--- src/hdl/sust_pkg.sv ---
package sust_pkg;

    localparam logic [1:0] CMD_ADD    = 2'd0;
    localparam logic [1:0] CMD_REMOVE = 2'd1;
    localparam logic [1:0] CMD_SEARCH = 2'd2;
    localparam logic [1:0] CMD_READ   = 2'd3;

    localparam logic [2:0] ST_OK        = 3'd0;
    localparam logic [2:0] ST_PRESENT   = 3'd1;
    localparam logic [2:0] ST_ABSENT    = 3'd2;
    localparam logic [2:0] ST_FULL      = 3'd3;
    localparam logic [2:0] ST_BAD_INDEX = 3'd4;

    typedef struct packed {
        logic [2:0]  status;
        logic [4:0]  count;
        logic [31:0] entry_value;
    } sust_res_t;

endpackage

--- src/hdl/sust_mem.sv ---
module sust_mem #(
    parameter int DEPTH = 16,
    parameter int WIDTH = 32
) (
    input  logic                     aclk,
    input  logic                     wr_en,
    input  logic [$clog2(DEPTH)-1:0] wr_addr,
    input  logic [WIDTH-1:0]         wr_data,
    input  logic                     rd_en,
    input  logic [$clog2(DEPTH)-1:0] rd_addr,
    output logic [WIDTH-1:0]         rd_data
);

    logic [WIDTH-1:0] mem [DEPTH];
    logic [WIDTH-1:0] rd_data_reg;

    always_ff @(posedge aclk) begin
        if (wr_en) begin
            mem[wr_addr] <= wr_data;
        end
    end

    always_ff @(posedge aclk) begin
        if (rd_en) begin
            rd_data_reg <= mem[rd_addr];
        end
    end

    assign rd_data = rd_data_reg;

endmodule

--- src/hdl/sust_seq.sv ---
module sust_seq #(
    parameter int CAPACITY    = 16,
    parameter int VALUE_WIDTH = 32
) (
    input  logic                        aclk,
    input  logic                        aresetn,
    input  logic                        in_valid,
    output logic                        in_ready,
    input  logic [1:0]                  in_cmd,
    input  logic [31:0]                 in_value,
    input  logic [3:0]                  in_index,
    output logic                        res_valid,
    input  logic                        res_ready,
    output sust_pkg::sust_res_t         res,
    output logic                        mem_wr_en,
    output logic [$clog2(CAPACITY)-1:0] mem_wr_addr,
    output logic [VALUE_WIDTH-1:0]      mem_wr_data,
    output logic                        mem_rd_en,
    output logic [$clog2(CAPACITY)-1:0] mem_rd_addr,
    input  logic [VALUE_WIDTH-1:0]      mem_rd_data
);

    import sust_pkg::*;

    localparam int AW = $clog2(CAPACITY);
    localparam int CW = $clog2(CAPACITY + 1);
    localparam logic [CW-1:0] ONE = CW'(1);
    localparam logic [CW-1:0] CAP = CW'(CAPACITY);

    localparam logic [3:0] S_IDLE   = 4'd0;
    localparam logic [3:0] S_SCAN   = 4'd1;
    localparam logic [3:0] S_CMP    = 4'd2;
    localparam logic [3:0] S_INS_RD = 4'd3;
    localparam logic [3:0] S_INS_WR = 4'd4;
    localparam logic [3:0] S_DEL_RD = 4'd5;
    localparam logic [3:0] S_DEL_WR = 4'd6;
    localparam logic [3:0] S_READ   = 4'd7;
    localparam logic [3:0] S_DONE   = 4'd8;

    logic [3:0]             state_reg, state_next;
    logic [1:0]             cmd_reg, cmd_next;
    logic [VALUE_WIDTH-1:0] val_reg, val_next;
    logic [CW-1:0]          ptr_reg, ptr_next;
    logic [CW-1:0]          pos_reg, pos_next;
    logic [CW-1:0]          cnt_reg, cnt_next;
    logic [2:0]             status_reg, status_next;
    logic [VALUE_WIDTH-1:0] ev_reg, ev_next;

    logic [VALUE_WIDTH+31:0] val_wide;
    logic [VALUE_WIDTH+31:0] ev_wide;
    logic [CW+4:0]           cnt_wide;
    logic [CW+3:0]           idx_ext;
    logic [CW+3:0]           cnt_ext;
    logic [CW-1:0]           ptr_inc;
    logic [CW-1:0]           ptr_dec;
    logic                    cmp_eq;
    logic                    cmp_lt;
    logic                    do_hit;
    logic                    do_miss;

    assign val_wide = {{VALUE_WIDTH{1'b0}}, in_value};
    assign ev_wide  = {32'b0, ev_reg};
    assign cnt_wide = {5'b0, cnt_reg};
    assign idx_ext  = {{CW{1'b0}}, in_index};
    assign cnt_ext  = {4'b0, cnt_reg};
    assign ptr_inc  = ptr_reg + ONE;
    assign ptr_dec  = ptr_reg - ONE;

    assign cmp_eq = (mem_rd_data == val_reg);
    assign cmp_lt = (mem_rd_data < val_reg);

    assign in_ready         = (state_reg == S_IDLE);
    assign res.status       = status_reg;
    assign res.count        = cnt_wide[4:0];
    assign res.entry_value  = ev_wide[31:0];

    always_comb begin
        state_next  = state_reg;
        cmd_next    = cmd_reg;
        val_next    = val_reg;
        ptr_next    = ptr_reg;
        pos_next    = pos_reg;
        cnt_next    = cnt_reg;
        status_next = status_reg;
        ev_next     = ev_reg;
        mem_wr_en   = 1'b0;
        mem_wr_addr = ptr_reg[AW-1:0];
        mem_wr_data = mem_rd_data;
        mem_rd_en   = 1'b0;
        mem_rd_addr = ptr_reg[AW-1:0];
        res_valid   = 1'b0;
        do_hit      = 1'b0;
        do_miss     = 1'b0;

        unique case (state_reg)
            S_IDLE: begin
                if (in_valid) begin
                    cmd_next    = in_cmd;
                    val_next    = val_wide[VALUE_WIDTH-1:0];
                    ptr_next    = '0;
                    ev_next     = '0;
                    status_next = ST_OK;
                    if (in_cmd == CMD_READ) begin
                        if (idx_ext < cnt_ext) begin
                            mem_rd_en   = 1'b1;
                            mem_rd_addr = idx_ext[AW-1:0];
                            state_next  = S_READ;
                        end else begin
                            status_next = ST_BAD_INDEX;
                            state_next  = S_DONE;
                        end
                    end else begin
                        state_next = S_SCAN;
                    end
                end
            end
            S_SCAN: begin
                if (ptr_reg == cnt_reg) begin
                    do_miss = 1'b1;
                end else begin
                    mem_rd_en  = 1'b1;
                    state_next = S_CMP;
                end
            end
            S_CMP: begin
                if (cmp_eq) begin
                    do_hit = 1'b1;
                end else if (cmp_lt) begin
                    do_miss = 1'b1;
                end else begin
                    ptr_next   = ptr_inc;
                    state_next = S_SCAN;
                end
            end
            S_INS_RD: begin
                if (ptr_reg == pos_reg) begin
                    mem_wr_en   = 1'b1;
                    mem_wr_data = val_reg;
                    cnt_next    = cnt_reg + ONE;
                    state_next  = S_DONE;
                end else begin
                    mem_rd_en   = 1'b1;
                    mem_rd_addr = ptr_dec[AW-1:0];
                    state_next  = S_INS_WR;
                end
            end
            S_INS_WR: begin
                mem_wr_en  = 1'b1;
                ptr_next   = ptr_dec;
                state_next = S_INS_RD;
            end
            S_DEL_RD: begin
                if (ptr_inc == cnt_reg) begin
                    cnt_next   = cnt_reg - ONE;
                    state_next = S_DONE;
                end else begin
                    mem_rd_en   = 1'b1;
                    mem_rd_addr = ptr_inc[AW-1:0];
                    state_next  = S_DEL_WR;
                end
            end
            S_DEL_WR: begin
                mem_wr_en  = 1'b1;
                ptr_next   = ptr_inc;
                state_next = S_DEL_RD;
            end
            S_READ: begin
                ev_next    = mem_rd_data;
                state_next = S_DONE;
            end
            S_DONE: begin
                res_valid = 1'b1;
                if (res_ready) begin
                    state_next = S_IDLE;
                end
            end
            default: begin
                state_next = S_IDLE;
            end
        endcase

        if (do_hit) begin
            case (cmd_reg)
                CMD_ADD: begin
                    status_next = ST_PRESENT;
                    state_next  = S_DONE;
                end
                CMD_REMOVE: begin
                    state_next = S_DEL_RD;
                end
                default: begin
                    state_next = S_DONE;
                end
            endcase
        end

        if (do_miss) begin
            case (cmd_reg)
                CMD_ADD: begin
                    if (cnt_reg == CAP) begin
                        status_next = ST_FULL;
                        state_next  = S_DONE;
                    end else begin
                        pos_next   = ptr_reg;
                        ptr_next   = cnt_reg;
                        state_next = S_INS_RD;
                    end
                end
                default: begin
                    status_next = ST_ABSENT;
                    state_next  = S_DONE;
                end
            endcase
        end
    end

    always_ff @(posedge aclk) begin
        if (!aresetn) begin
            state_reg <= S_IDLE;
            cnt_reg   <= '0;
        end else begin
            state_reg <= state_next;
            cnt_reg   <= cnt_next;
        end
    end

    always_ff @(posedge aclk) begin
        cmd_reg    <= cmd_next;
        val_reg    <= val_next;
        ptr_reg    <= ptr_next;
        pos_reg    <= pos_next;
        status_reg <= status_next;
        ev_reg     <= ev_next;
    end

endmodule

--- src/hdl/sorted_unique_set_table.sv ---
// Channel  Direction  Ports                                   Carries
// s_       in         s_valid s_ready s_cmd s_value s_index   one command item
// m_       out        m_valid m_ready m_status m_count        one result item
//                     m_entry_value
//
// Steps: read fetches the indexed entry, or reports a bad index when the index
// is at or beyond the count; add, remove and search compare entries one at a
// time through one compare unit and one table read port, then add or remove
// moves each later entry one place through that read port.
// Reset: aresetn low clears the held count; table contents stay undefined.
// Stalls: a finished result waits in the output register; the next item is
// taken meanwhile and its result holds until the register frees.
module sorted_unique_set_table #(
    parameter int CAPACITY    = 16,
    parameter int VALUE_WIDTH = 32
) (
    input  logic        aclk,
    input  logic        aresetn,
    input  logic        s_valid,
    output logic        s_ready,
    input  logic [1:0]  s_cmd,
    input  logic [31:0] s_value,
    input  logic [3:0]  s_index,
    output logic        m_valid,
    input  logic        m_ready,
    output logic [2:0]  m_status,
    output logic [4:0]  m_count,
    output logic [31:0] m_entry_value
);

    import sust_pkg::*;

    localparam int AW = $clog2(CAPACITY);

    logic                   res_valid;
    logic                   res_ready;
    sust_res_t              res;
    logic                   mem_wr_en;
    logic [AW-1:0]          mem_wr_addr;
    logic [VALUE_WIDTH-1:0] mem_wr_data;
    logic                   mem_rd_en;
    logic [AW-1:0]          mem_rd_addr;
    logic [VALUE_WIDTH-1:0] mem_rd_data;

    logic      m_valid_reg, m_valid_next;
    sust_res_t m_res_reg, m_res_next;

    sust_seq #(
        .CAPACITY    (CAPACITY),
        .VALUE_WIDTH (VALUE_WIDTH)
    ) u_seq (
        .aclk        (aclk),
        .aresetn     (aresetn),
        .in_valid    (s_valid),
        .in_ready    (s_ready),
        .in_cmd      (s_cmd),
        .in_value    (s_value),
        .in_index    (s_index),
        .res_valid   (res_valid),
        .res_ready   (res_ready),
        .res         (res),
        .mem_wr_en   (mem_wr_en),
        .mem_wr_addr (mem_wr_addr),
        .mem_wr_data (mem_wr_data),
        .mem_rd_en   (mem_rd_en),
        .mem_rd_addr (mem_rd_addr),
        .mem_rd_data (mem_rd_data)
    );

    sust_mem #(
        .DEPTH (CAPACITY),
        .WIDTH (VALUE_WIDTH)
    ) u_mem (
        .aclk    (aclk),
        .wr_en   (mem_wr_en),
        .wr_addr (mem_wr_addr),
        .wr_data (mem_wr_data),
        .rd_en   (mem_rd_en),
        .rd_addr (mem_rd_addr),
        .rd_data (mem_rd_data)
    );

    assign res_ready = !m_valid_reg || m_ready;

    always_comb begin
        m_valid_next = m_valid_reg;
        m_res_next   = m_res_reg;
        if (res_valid && res_ready) begin
            m_valid_next = 1'b1;
            m_res_next   = res;
        end else if (m_ready) begin
            m_valid_next = 1'b0;
        end
    end

    always_ff @(posedge aclk) begin
        if (!aresetn) begin
            m_valid_reg <= 1'b0;
        end else begin
            m_valid_reg <= m_valid_next;
        end
    end

    always_ff @(posedge aclk) begin
        m_res_reg <= m_res_next;
    end

    assign m_valid       = m_valid_reg;
    assign m_status      = m_res_reg.status;
    assign m_count       = m_res_reg.count;
    assign m_entry_value = m_res_reg.entry_value;

`ifndef SYNTHESIS
    a_busy_after_accept: assert property (@(posedge aclk) disable iff (!aresetn)
        (s_valid && s_ready) |=> !s_ready)
        else $error("input taken while a command is in progress");

    a_push_has_room: assert property (@(posedge aclk) disable iff (!aresetn)
        (res_valid && res_ready) |=> m_valid)
        else $error("result lost on push into output register");

    a_value_only_on_ok: assert property (@(posedge aclk) disable iff (!aresetn)
        (m_valid && (m_status != ST_OK)) |-> (m_entry_value == 32'd0))
        else $error("entry value nonzero on failed command");

    a_held_result: assert property (@(posedge aclk) disable iff (!aresetn)
        (m_valid && !m_ready && !res_valid) |=> (m_valid && $stable(m_count)))
        else $error("stalled result changed");
`endif

endmodule
--- config.mk ---
export PLATFORM = sky130hd
export DESIGN_NAME = sorted_unique_set_table
export DESIGN_NICKNAME = d
export VERILOG_FILES = /design/src/hdl/sust_pkg.sv /design/src/hdl/sust_mem.sv /design/src/hdl/sust_seq.sv /design/src/hdl/sorted_unique_set_table.sv
export SDC_FILE = /design/constraint.sdc
export NUM_CORES = 1
export LEC_CHECK = 0
export ABC_CLOCK_PERIOD_IN_PS = 6500
export CAP_MARGIN = 20
export CELL_PAD_IN_SITES_DETAIL_PLACEMENT = 1
export CELL_PAD_IN_SITES_GLOBAL_PLACEMENT = 2
export CORE_MARGIN = 4
export CORE_UTILIZATION = 51
export DETAILED_ROUTE_END_ITERATION = 8
export DONT_BUFFER_PORTS = 1
export MAX_ROUTING_LAYER = met4
export PLACE_DENSITY = 0.89
export SETUP_SLACK_MARGIN = 0.4
export SLEW_MARGIN = 30
export SYNTH_ARGS = -nofsm -noshare
export SYNTH_HDL_FRONTEND = slang
export SYNTH_SLANG_ARGS = --single-unit
--- constraint.sdc ---
create_clock -name aclk -period 6.5 [get_ports aclk]
set_clock_uncertainty 0.1 [all_clocks]
set_input_delay 0.325 -clock aclk [delete_from_list [all_inputs] [get_ports aclk]]
set_output_delay 0.325 -clock aclk [all_outputs]
set_load 0.02 [all_outputs]
**Word level (Yosys, flattened, before mapping)**

Memory sizes are Yosys's and may differ from the RTL's. A register that Yosys moved wholly into a read port is not among the register bits.
Cells that the tools add are included.

- Register bits: 129
- Bits in writable memories: 512
- Input bits: 42
- Output and inout bits: 42
- Memories kept: 1

Memory list:

| memory | words | bits a word | rd ports | clocked after memory_dff | write ports | line | source |
|---|---|---|---|---|---|---|---|
| u_mem.mem | 16 | 32 | 1 | 1 | 1 | sust_mem.sv:14 | `logic [WIDTH-1:0] mem [DEPTH];` |

- Add/sub/neg operators: 4
- $lt $le $gt $ge: 2
- Equal/unequal tests: 23
- Mux-type cells: 64
- Bitwise operators: 1
- Reductions and logical operators: 14

Operators with widths:

| operator | number |
|---|---|
| 2-to-1 mux 32 bit | 3 |
| 2-to-1 mux 4 bit | 19 |
| case mux 32 bit (2 select lines) | 1 |
| 2-to-1 mux 5 bit | 8 |
| case mux 4 bit (9 select lines) | 1 |
| equality test 32 bit | 1 |
| < comparator 32 bit | 1 |
| 2-to-1 mux 3 bit | 9 |
| case mux 5 bit (4 select lines) | 1 |
| 2-to-1 mux 1 bit | 17 |
| equality test 4 x 3 -> 1 bit (second input constant) | 4 |
| equality test 5 bit | 3 |
| inequality test 4 x 2 -> 1 bit (second input constant) | 3 |
| case mux 4 bit (3 select lines) | 1 |
| adder 5 x 1 -> 5 bit (second input constant) | 2 |
| case mux 5 bit (2 select lines) | 1 |
| subtractor 5 x 1 -> 5 bit (second input constant) | 2 |
| equality test 4 x 2 -> 1 bit (second input constant) | 2 |
| inequality test 4 bit (second input constant) | 2 |
| AND reduction 3 bit | 2 |
| nonzero test 2 bit | 3 |
| equality test 5 bit (second input constant) | 1 |
| < comparator 4 x 5 -> 1 bit | 1 |
| AND reduction 5 bit | 1 |
| 16 further kinds | 19 |

**Longest topological paths before layout**

- Word-level depth: 10
- Gate-level depth with buffers: 15
- Depth with buffers taken out: 12

**By module**

A second synthesis with hierarchy kept.

- Cell total of the unflattened synthesis: 1,432
- Area, all modules: 26,873.3 µm²

By module, submodules not included:

| module | instances | cells an instance | area each (µm²) | sequential area each (µm²) |
|---|---|---|---|---|
| sust_mem | 1 | 838 | 20,155.6 | 16,335.7 |
| sust_seq | 1 | 549 | 5,459.0 | 2,472.4 |
| sorted_unique_set_table | 1 | 45 | 1,258.7 | 1,221.2 |

**Worst setup path after synthesis**

Ideal clock, no wire load.

- Path type: reg-to-reg
- Start point: register u_seq.ptr_reg[1]
- End point: memory u_mem.mem[7][0], enable pin
- Library setup time: 461 ps
- Data arrival time: 3,574 ps
- Required time: 5,939 ps
- Path slack: 2,365 ps
- Cell stages (with the launch flop): 7
- Path buffers: 1
- Period minus slack after synthesis: 4,135 ps
- Path through: dfxtp_1 > buf_6 > xnor2_2 > nand4_1 > nor3_1 > o21bai_1 > nor3_1

- Longest elaborated chain between the ends: 5

RTL lines:

| element | line | source |
|---|---|---|
| start: declaration | sust_seq.sv:43 | `logic [CW-1:0] ptr_reg, ptr_next;` |
| start signal: assignment | sust_seq.sv:230 | `ptr_reg <= ptr_next;` |
| equality test 5 bit | sust_seq.sv:136 | `if (ptr_reg == pos_reg) begin` |
| 2-to-1 mux 1 bit | sust_seq.sv:136 |  |
| case mux 1 bit (2 select lines) | sust_seq.sv:95 | `unique case (state_reg)` |
| 2-to-1 mux 1 bit | sust_mem.sv:18 | `if (wr_en) begin` |
| 2-to-1 mux 1 bit (implied by the code) | sust_mem.sv:19 | `mem[wr_addr] <= wr_data;` |
| end: declaration | sust_mem.sv:14 |  |

Parallel ways exist; a longest one is shown, timed or not.

**Worst setup path in the final report**

- Start point: register u_seq.state_reg[2]
- End point: register u_mem.rd_data_reg[16], in the netlist u_mem.rd_data[16] (read register of u_mem.mem) (data pin)

- Longest elaborated chain between the ends: 2
- Elaborated cells between the ends (all ways): 6
- Those cells by class: eq/ne: 3; mux: 2; reduce/logical: 1

RTL lines:

| element | line | source |
|---|---|---|
| start: declaration | sust_seq.sv:40 | `logic [3:0] state_reg, state_next;` |
| start signal: assignment | sust_seq.sv:222 | `state_reg <= state_next;` |
| equality test 4 x 3 -> 1 bit (tied with other cells) | sust_seq.sv:95 |  |
| case mux 1 bit (4 select lines) / case mux 4 bit (3 select lines) (equally long branches) | sust_seq.sv:95 |  |
| end: declaration | sust_mem.sv:15 | `logic [WIDTH-1:0] rd_data_reg;` |

Parallel ways exist; a longest one is shown, timed or not.
A chain may end at the register's enable or synchronous reset.

==> results.py <==
metrics = {
    "status": {
        "outcome": "completed",
    },
    "logic_synthesis": {
        "synth_commonest_cells": "edfxtp_1 (655), nand2_1 (201), a21oi_1 (152), a221oi_1 (131), mux2i_1 (98)",
        "seq_area_frac_synth_pct": 72.5,
        "post_synth_and_or_nand_nor_area_fraction_pct": 6.78,
        "synth_fa_ha_area_share_pct": 2.02,
        "postSynth.asyncResetShare_pct": 0,
        "synth_top_family_by_area": "compound AO/OA/AOI/OAI gates",
        "synth.lib_cells_used.distinct": 73,
        "synth_area_per_cell_um2": 15.2,
        "dominantRegCellSynth": "edfxtp_1",
        "synthesis.yosys.warnings": 0,
        "synth_compound_gate_area_share_pct": 10.3,
        "synth_xor_xnor_area_share_pct": 0.716,
        "synth.area.top_cells": "edfxtp_1 (71%), a221oi_1 (4.2%), mux2i_1 (3.6%)",
        "synth_largest_type_area_fraction_pct": 71.2,
        "synth.largest_area_cell": "edfxtp_1",
        "synth-seq-cells": 673,
        "synthesis.instances": 1816,
        "post_synth_instance_area_mm2": 0.0276,
        "edff_count_synth": 655,
        "mux_contribution_to_synthesized_area_pct": 4.82,
        "postSynthNetCount": 1902,
        "yosys.cell_count.top_type": "edfxtp_1",
    },
    "detailed_routing": {
        "dr_total_vias": 16800,
        "detailedRoute.firstIterationViolations": 1682,
        "drt_pre_antenna_iters": 6,
        "post_drt_wl_per_cell_um": 29.8,
        "routed_wl_mm": 77.3,
        "via_to_cell_ratio": 6.46,
        "drtAntennaViolNets": 0,
        "route.detailed.drc": 0,
    },
    "sta": {
        "worst_slew_margin_rel_pct": 29.5,
        "worst_slack_ns": 1.46,
        "fin_tns_setup_ns": 0,
        "worst_pin_slew_ns": 1.05,
        "unrepaired_setup_endpoints_after_global_routing": "false",
        "min_period_over_period_pct": 77.5,
        "fin_crit_ns": 5.04,
        "slew_viol_final": 0,
        "final_hold_viol_count": 0,
        "finalSetupViolCount": 0,
        "max_clock_freq_ghz": 0.198,
    },
    "cts": {
        "clkSlewWorstSetupHoldPaths_ns": 0.06,
        "cts_setup_buffers": 0,
        "clock-sinks": 673,
        "h-tree-depth": 3,
        "ctsLongestPathBuffers": 3,
        "worstSkewPairLatency_ns": 0.62,
        "cts.repair.resized": 0,
        "cts_buffers": 70,
        "cts_tree": "built",
        "clockRootBuffer": "clkbuf_16",
    },
    "pwr": {
        "leakage_power_nw": 10.0,
        "worst_ir_drop_vdd_uv": 297,
        "powerDensity_mw_per_mm2": 484,
        "fin_total_pwr_mw": 15.0,
    },
    "worst_setup_path": {
        "timing.reg2reg.worst_path_depth": 10,
        "critical_path_required_ns": 6.74,
        "arrival_time_reported_for_the_critical_path_endpoint_ns": 5.28,
        "reg2reg_from": "u_seq.state_reg[2]",
        "cp_max_fo": 102,
        "crit_path_end_kind": "flop",
        "r2r-end": "u_mem.rd_data[16]",
        "ff2ff_setup_slack_ns": 1.46,
        "crit_path_start_kind": "flop",
        "timing_worst_setup_path_type": "flop to flop",
    },
    "final_layout": {
        "largest_register": "u_mem.mem",
        "area.growth.synth_to_final_pct": 12.3,
        "post_route_cell_area_mm2": 0.0310,
        "largest_reg_flops": 512,
        "drive_gt1_share_pct": 12.5,
        "fin_nets": 1936,
        "antenna_cells_inserted": 0,
    },
    "floorplanning": {
        "core.rowCount": 85,
        "floorplan.initialDensity_pct": 51.4,
        "io-pin-count": 84,
        "core-area_mm2": 0.0537,
        "die_height_um": 241,
        "design.die.area_mm2": 0.0579,
        "die_w_um": 241,
    },
    "global_route": {
        "globalRouteTotalUtil_pct": 27.6,
        "grt_pass1_vias": 17700,
        "largest_net_degree_at_the_start_of_global_routing": 103,
        "gr-total-overflow": 0,
        "grt_antenna_before_repair": 0,
        "grt_first_pass_wirelength_mm": 114,
    },
    "worst_hold_path": {
        "timing.hold.worst.start": "s_cmd[1]",
        "min_delay_worst_endpoint": "u_seq.status_reg[2]",
        "hold_path_class": "input pin to flop",
        "min_delay_path_depth": 4,
    },
    "placed_design": {
        "buffer_ports.inserted": 0,
        "dpl-instance-area_mm2": 0.0284,
        "place_hpwl_mm": 41.3,
        "gp_congestion": 0.906,
        "dp_worst_setup_slack_ns": 1.68,
    },
    "job": {
        "cap_viol_max_count": 0,
    },
}
==> worst max path at each step <==
stage	start	to	cells after the start	slack (ns)
6_report	u_seq.state_reg[2]	u_mem.rd_data[16]	10	1.46
4_1_cts	u_seq.state_reg[2]	u_mem.rd_data[4]	10	1.58
2_1_floorplan	u_seq.ptr_reg[1]	u_mem.mem[7][0]	6	2.37
3_3_place_gp	u_seq.state_reg[2]	u_mem.rd_data[0]	10	1.59
5_1_grt	u_seq.state_reg[2]	u_mem.rd_data[4]	10	1.34
3_5_place_dp	u_seq.state_reg[2]	u_mem.rd_data[9]	10	1.68
==> what timing repair did <==
item,CTS,global route
hold buffers,37,0
hold endpoints to repair,47,0
endpoints found under the setup margin,0,0
==> cell usage in the layout (no fill, tap or decap), types with 5 or more instances in the layout <==
cell type      instances
xor2_1                 5
a221oi_1             131
clkbuf_16             74
buf_4                 29
o21ai_0               18
or4_1                 34
and3_2                 5
nand3_1                9
buf_12                 7
nand4_1                9
xnor2_1               12
dlygate4sd3_1         37
and2_2                 6
nand2_1              199
nor2_1                23
dfxtp_1               18
clkbuf_1              13
o21a_1                 8
a21oi_2               31
a21oi_1              152
clkinv_1              13
a211oi_1               7
nor3_1                14
inv_1                 54
mux2i_1               98
a21o_1                11
ha_1                  43
clkinvlp_4             5
edfxtp_1             655
o211ai_1               6
nor2b_1                6
clkinv_2               9
and2_1                36
mux2_2                31
==> kinds of logic (layout without fill, tap and decap cells) <==
family          count (synthesis)  after routing
xor+xnor                       20             20
flops                         673            673
fa+ha+maj                      44             44
simple gates                  381            381
mux                           129            129
buf+inv                       167            252
compound gates                402            402
==> metal layers <==
| layer | GRT usage (%) | up-vias | wire [µm] |
|---|---|---|---|
| met5 | - | - | 0 |
| met2 | 46.0 | 809 | 38900 |
| met4 | 10.8 | 0 | 3130 |
| met3 | 5.22 | 223 | 6100 |
| met1 | 33.9 | 8587 | 29200 |
| li1 | - | 7163 | - |
==> per-stage QoR <==
stage	utilization, %	hold slack, ns	instances
after floorplan	-	0.300	1816
after global placement	52.8	0.303	2436
final	57.7	0.0693	2597
after detailed placement	52.9	0.306	2437
after CTS	57.7	0.0416	2597
after global routing	57.7	0.111	2597
==> critical path: stages, from the launching register on <==
cell and delay [ns]:
dfxtp_1 0.85, and2b_1 0.31, nand2_1 0.21, or3_4 0.63, nand3_4 0.19, o31ai_2 0.46, nand2_8 0.46, buf_12 0.45
a21oi_1 0.17, a221oi_1 0.13, or4_1 0.60
==> layout make-up <==
class / instances / area, µm²
multi-input combinational: 976 / 6930
clock buffer: 88 / 1910
fill: 4912 / 22700
sequential: 673 / 20000
tap: 696 / 871
timing repair buffer: 74 / 756
clock inverter: 35 / 294
inverter: 55 / 209
==> where the power goes <==
part           total [mW]  internal [mW]  switching, mW
clock                3.90           2.25           1.65
combinational        4.76           1.45           3.31
sequential           6.35           5.94          0.417
total                15.0           9.63           5.38
(Power assumes the default switching activity.)
